[src/rtl/assert_macros.svh]
// Assertion macros used by the decoder datapath.
`ifndef ASSERT_MACROS_SVH
`define ASSERT_MACROS_SVH

// Checked on every clock edge outside reset.
`define HTWD_CHK(label, prop, msg) \
  label: assert property (@(posedge clk) disable iff (!rst_n) prop) else $error(msg);

// Checked on every clock edge, reset included.
`define HTWD_CHK_ALWAYS(label, prop, msg) \
  label: assert property (@(posedge clk) prop) else $error(msg);

`endif

[src/rtl/htwd_pkg.sv]
// Shared types and constants of the tree-walk decoder.
package htwd_pkg;

  localparam int TREE_NODES = 512;
  localparam int TBL_AW     = $clog2(TREE_NODES);
  localparam int IDX_W      = 9;
  localparam int SYM_W      = 8;
  localparam int CNT_W      = 32;
  localparam int PAD_W      = 3;
  localparam int BYTE_W     = 8;
  localparam int BITS_W     = $clog2(BYTE_W + 1);
  localparam int CFG_IDX_W  = 2;

  localparam logic OP_DECODE = 1'b1;

  localparam logic [CFG_IDX_W-1:0] CFG_ROOT_NODE     = 2'd0;
  localparam logic [CFG_IDX_W-1:0] CFG_TOTAL_SYMBOLS = 2'd1;
  localparam logic [CFG_IDX_W-1:0] CFG_PADDING_BITS  = 2'd2;

  typedef struct packed {
    logic             operation;
    logic [IDX_W-1:0] node_index;
    logic             node_is_leaf;
    logic [SYM_W-1:0] node_symbol;
    logic [IDX_W-1:0] left_child;
    logic [IDX_W-1:0] right_child;
    logic [BYTE_W-1:0] data_byte;
    logic             final_byte;
  } in_t;

  typedef struct packed {
    logic [SYM_W-1:0] decoded_symbol;
    logic             run_last;
    logic             stream_done;
  } out_t;

  typedef struct packed {
    logic             leaf;
    logic [SYM_W-1:0] symbol;
    logic [IDX_W-1:0] left;
    logic [IDX_W-1:0] right;
  } node_t;

  typedef struct packed {
    logic write_node;
    logic load_byte;
    logic rd_cur;
    logic rd_child;
    logic rd_root;
    logic store_pend;
    logic push_last;
    logic end_byte;
  } cmd_t;

  typedef struct packed {
    logic in_decode;
    logic stream_end;
    logic leaf;
    logic sym_last;
    logic more_bits;
    logic pend_v;
    logic out_free;
  } sts_t;

endpackage

[src/rtl/htwd_ctrl.sv]
// Controller: issues node writes and sequences table reads, leaf handling and result flush per decode request.
module htwd_ctrl (
  input  logic           clk,
  input  logic           rst_n,
  input  logic           in_valid,
  output logic           in_ready,
  input  htwd_pkg::sts_t sts,
  output htwd_pkg::cmd_t cmd
);
  import htwd_pkg::*;

  localparam logic [1:0] ST_IDLE  = 2'd0;
  localparam logic [1:0] ST_STEP  = 2'd1;
  localparam logic [1:0] ST_CHECK = 2'd2;
  localparam logic [1:0] ST_FLUSH = 2'd3;

  logic [1:0] state_r;
  logic [1:0] state_nxt;

  always_comb begin
    cmd       = '0;
    in_ready  = 1'b0;
    state_nxt = state_r;
    unique case (state_r)
      ST_IDLE: begin
        in_ready = 1'b1;
        if (in_valid) begin
          if (!sts.in_decode) begin
            cmd.write_node = 1'b1;
          end else if (!sts.stream_end) begin
            cmd.load_byte = 1'b1;
            cmd.rd_cur    = 1'b1;
            state_nxt     = ST_STEP;
          end
        end
      end
      ST_STEP: begin
        cmd.rd_child = 1'b1;
        state_nxt    = ST_CHECK;
      end
      ST_CHECK: begin
        if (sts.leaf) begin
          if (!sts.pend_v || sts.out_free) begin
            cmd.store_pend = 1'b1;
            if (sts.sym_last || !sts.more_bits) begin
              cmd.end_byte = 1'b1;
              state_nxt    = ST_FLUSH;
            end else begin
              cmd.rd_root = 1'b1;
              state_nxt   = ST_STEP;
            end
          end
        end else if (sts.more_bits) begin
          cmd.rd_child = 1'b1;
        end else begin
          cmd.end_byte = 1'b1;
          state_nxt    = ST_FLUSH;
        end
      end
      ST_FLUSH: begin
        if (!sts.pend_v) begin
          state_nxt = ST_IDLE;
        end else if (sts.out_free) begin
          cmd.push_last = 1'b1;
          state_nxt     = ST_IDLE;
        end
      end
    endcase
  end

  always_ff @(posedge clk) begin
    if (!rst_n) begin
      state_r <= ST_IDLE;
    end else begin
      state_r <= state_nxt;
    end
  end

endmodule

[config.mk]
export PLATFORM = sky130hd
export DESIGN_NAME = htwd_ctrl
export DESIGN_NICKNAME = d
export VERILOG_FILES = /design/src/rtl/assert_macros.svh /design/src/rtl/htwd_pkg.sv /design/src/rtl/htwd_ctrl.sv
export SDC_FILE = /design/constraint.sdc
export NUM_CORES = 1
export LEC_CHECK = 0
export ABC_AREA = 1
export BUFFER_PORTS_ARGS = -buffer_cell sky130_fd_sc_hd__buf_2
export CAP_MARGIN = 10
export CORE_AREA = 10 10 47 49
export DETAILED_ROUTE_END_ITERATION = 6
export DIE_AREA = 0 0 57 59
export GPL_TIMING_DRIVEN = 0
export HOLD_SLACK_MARGIN = 0.15
export SLEW_MARGIN = 20
export SYNTH_ARGS = -nofsm -noshare
export SYNTH_HDL_FRONTEND = slang
export SYNTH_SLANG_ARGS = --single-unit
[constraint.sdc]
create_clock -name clk -period 3.9 [get_ports clk]
set_input_delay 0.78 -clock clk [delete_from_list [all_inputs] [get_ports clk]]
set_output_delay 0.78 -clock clk [all_outputs]
set_load 0.02 [all_outputs]
# After elaboration in Yosys (flattened, before gate mapping)
# Cells that the tools add are included.
# op_classes
add_sub_neg	0
mul	0
div	0
n_lt_le_gt_ge	0
eq_ne	9
n_shift	0
muxes	31
bitwise	0
n_reduce_logical	6
# op_table
cell	count
$mux W2	14
$mux W1	13
$ne A3 B3 Y1 const B	3
$pmux W2 S4	1
$mux W3	2
$ne A2 B2 Y1 const B	3
$reduce_and A6 Y1	1
$eq A2 B2 Y1 const B	2
$eq A2 B1 Y1 const B	1
$logic_not A1 Y1	2
$logic_not A2 Y1	1
$logic_or A1 B1 Y1	2
$pmux W1 S2	1
# totals
register_bits	2
latch_bits	0
ram_bits	0
rom_bits	0
in_bits	10
word_cells	47
memories	0

# Logic depth before layout (Yosys ltp)
# logic_depth
depth_word	6
depth_mapped	9

# Worst setup path before layout
# No wires, ideal clock.
# synth_path
path_kind	input to output
startpoint	input port sts[5] in the netlist's numbering
endpoint	output port cmd[6] in the netlist's numbering
arrival_time_ps	1476
slack_ps	1644
cell_stages	3
cell_sequence	nand3b_1 nor2_1 buf_4
# synth_rtl
item	line_no	text
start: declaration	htwd_ctrl.sv:7	input htwd_pkg::sts_t sts,
end: declaration	htwd_ctrl.sv:8	output htwd_pkg::cmd_t cmd

==> summary by stage <==
Critical path
Of all nets on the critical path, the largest fanout is 2. The setup check on the worst reg-to-reg path leaves a slack of 2.59 ns. The worst path arrival time is between 1 and 1.5 ns. The critical path data required time is between 3 and 4 ns. The startpoint type of the worst setup path is an input port.

The endpoint type of the worst setup path is a primary output. The cell count of the worst reg-to-reg path is 8. The kind of critical path is input port to primary output.

Floorplanning
In this run the standard cell core region covers 0.001401 mm^2. The die covers ~0.0034 mm^2. The number of placement rows is 14.

The count of pins on the block boundary is 19. From left edge to right edge, the die measures between 50 and 60 um. In this run the vertical extent of the chip is 59 um. The initial core utilization is 23.21%.

CTS
The later pin in the worst-skew pair is clocked with a latency of around 0.22 ns. The tree built by TritonCTS fans out to 2 sinks. After clock tree synthesis, the setup repair step added 0 buffers.

The number of CTS-inserted buffers is 3. The number of buffers inserted for hold repair after clock tree synthesis is 0. In this run the clock root is driven by a sky130_fd_sc_hd__clkbuf_4.

In this run the deepest clock path goes through 2 buffers. CTS built an H-tree with a depth of 1. Clock-pin slew was measured on the worst setup and hold paths at roughly 0.030 ns. TritonCTS built the clock tree. Gates resized during post-CTS repair numbered 0.

Final layout
At the end of the flow, the number of nets in the layout was 92. The multi-input logic area is between 200 and 250 um^2. The final antenna diode count is 0. The layout has approximately 180 filler cells. Ranked by flip-flop count, first place goes to state_r. The layout overhead on the synthesized area is 40.77%.

The register with the most flip-flops in the layout has 2 of them. The largest registers in the layout are state_r x2. The combined flip-flop and latch cell area is 40.04 um^2. The post-route netlist has 37.33% of its cells at a drive strength greater than 1.

Yosys
The most frequent cell after synthesis is sky130_fd_sc_hd__nand2_1. The synthesized design contains 0 enable-type register cells. The cell type with the highest aggregate area in the netlist is sky130_fd_sc_hd__ha_1. Sorting the synthesized cells by how often they occur yields sky130_fd_sc_hd__nand2_1, sky130_fd_sc_hd__inv_1, sky130_fd_sc_hd__nor2_1.

The count of mapped cells out of synthesis is between 50 and 60. The prevailing post-synth register cell is sky130_fd_sc_hd__dfxtp_1. Each instance of the synthesized netlist takes up on average 6.024 um^2. The netlist uses 17 different library cells.

By area the synthesized netlist is led by sky130_fd_sc_hd__ha_1, sky130_fd_sc_hd__nand2_1, sky130_fd_sc_hd__dfxtp_1, sky130_fd_sc_hd__inv_1, sky130_fd_sc_hd__nor2_1. The fraction of synthesized cell area taken by the top area cell type is 19.23%. The number of nets in the synthesized netlist is 69.

After synthesis, flip-flops and latches occupy about an eighth of the total area. In the synthesized netlist the async set-or-reset flop fraction comes to 0%. After synthesis the netlist holds a flip-flop and latch count of 2.

The cell area that synthesis handed to floorplanning was between 300 and 400 um^2. The Yosys step of the flow raised 0 warnings.

STA
The count of endpoints failing hold in the final timing report was 0. The clock arrives with between 0.003 and 0.004 ns of skew. The relative slew slack is 86.73%. The maximum clock rate is 445.1 MHz. Setup repair after global routing left no endpoint under its margin. Setup violations remaining at the end of the flow were counted as 0. For the pin with the worst max-slew slack, the measured transition is around 0.20 ns. The routed design could run at a clock period as short as between 2 and 2.5 ns. The count of final max-slew check failures is 0. The part of the cycle the worst path needs is 57.60%. In the final timing run, aggregate negative setup slack is 0 ns.

Pwr
The worst-case IR drop observed on VDD is 264.8 uV. The power density relative to cell area is 592.7 mW/mm^2. The static leakage is 0.0002983 uW. The post-route total power is ~270 uW.

Detailed routing
The final wirelength is slightly above 800 um. The residual DRC count is 0. For this block, the initial DRC count from the detailed router was 2. The per-cell via count in the routed design is roughly 4.1. The mean routed wirelength per cell is roughly 8.9 um.

For this block, the via count after detailed routing is between 300 and 400. Once detail routing completed, the nets flagged for antenna violations numbered 0. For this run, the detailed router's first-pass iteration total came to 3.

Global route
The overall fraction of global-route tracks in use is under 10%. The pin count of the biggest net entering global routing is 7. The via count of the first global-routing pass was ~360. The first global-routing pass estimated 1400 um of wire. The number of antenna violations at the first check in global routing is 0.

The total congestion overflow after global routing is 0.

Min path
The cell count of the worst hold path is 4. The worst min-delay path class is flop to flop.

Placed design
The global placement routability congestion is 0.7329. The total of buffers placed on input and output ports is 18. The estimated wirelength of the detail-placed design is 726.7 um.

Status
The run finished with clean final reports.

Run
The tool flagged a number of max-cap violations equal to 0.
==> metrics by stage <==
step / worst slack (ns) / instances / hold WS (ns) / cell area [um^2] / utilization, %
6_report: 1.654 / 91 / 0.6357 / 457.9 / 32.68
5_1_grt: 1.554 / 91 / 0.7015 / 457.9 / 32.68
4_1_cts: 1.629 / 91 / 0.6432 / 457.9 / 32.68
3_5_place_dp: 1.646 / 88 / 0.6355 / 435.4 / 31.07
3_3_place_gp: 1.651 / 88 / 0.6413 / 435.4 / 31.07
2_1_floorplan: 1.644 / 54 / 0.5941 / 325.3 / -
==> cell usage in the layout (no fill, tap or decap), types with 2 or more instances in the layout <==
cell,count
sky130_fd_sc_hd__buf_2,18
sky130_fd_sc_hd__nand2_1,12
sky130_fd_sc_hd__inv_1,10
sky130_fd_sc_hd__nor2_1,9
sky130_fd_sc_hd__ha_1,5
sky130_fd_sc_hd__nand3_1,3
sky130_fd_sc_hd__clkbuf_4,3
sky130_fd_sc_hd__and3_1,2
sky130_fd_sc_hd__nand3_2,2
sky130_fd_sc_hd__dfxtp_1,2
==> path summary, 6_finish.rpt <==
check	startpoint	endpoint
hold reg to reg	state_r[0]$_SDFFE_PN0P_	state_r[0]$_SDFFE_PN0P_
setup reg to reg	state_r[0]$_SDFFE_PN0P_	state_r[1]$_SDFFE_PN0P_
setup / recovery	sts[0]	cmd[3]
hold / removal	state_r[0]$_SDFFE_PN0P_	state_r[0]$_SDFFE_PN0P_
==> critical path, stage by stage <==
cell and delay, ns:
sky130_fd_sc_hd__buf_2 0.10, sky130_fd_sc_hd__inv_1 0.06, sky130_fd_sc_hd__nand2_1 0.07, sky130_fd_sc_hd__and3_2 0.18, sky130_fd_sc_hd__and3_1 0.13, sky130_fd_sc_hd__buf_2 0.15
==> routing by layer <==
metal  GRT usage (%)  vias up  share of wire (%)
met4           4.027        0                  0
met3           2.146        0                7.9
met1           5.000      154                 43
li1                -      208                  -
met5               0        -                  0
met2           8.372       10                 49
==> power breakdown <==
part,leakage [uW],total [uW],switching [uW],internal [uW]
sequential,0.0000166,40.3,9.73,30.6
combinational,0.000268,186,115,70.8
clock,0.0000138,45.2,11.3,33.9
total,0.000298,271,136,135
==> area by class of cell <==
type	count	area share, %
Buffer	1	1.639
Multi-Input combinational cell	40	51.64
Timing Repair Buffer	18	19.67
Inverter	11	9.016
Clock buffer	3	4.918
Tap cell	16	4.372
Sequential cell	2	8.743
==> logic make-up (layout without fill, tap and decap cells) <==
family          after synthesis  in the layout  synth area share (%)
buf+inv                      12             33                 15.00
compound gates                3              3                 6.154
flops                         2              2                 12.31
fa+ha+maj                     5              5                 19.23
simple gates                 32             32                 47.31
(Power assumes the default switching activity.)
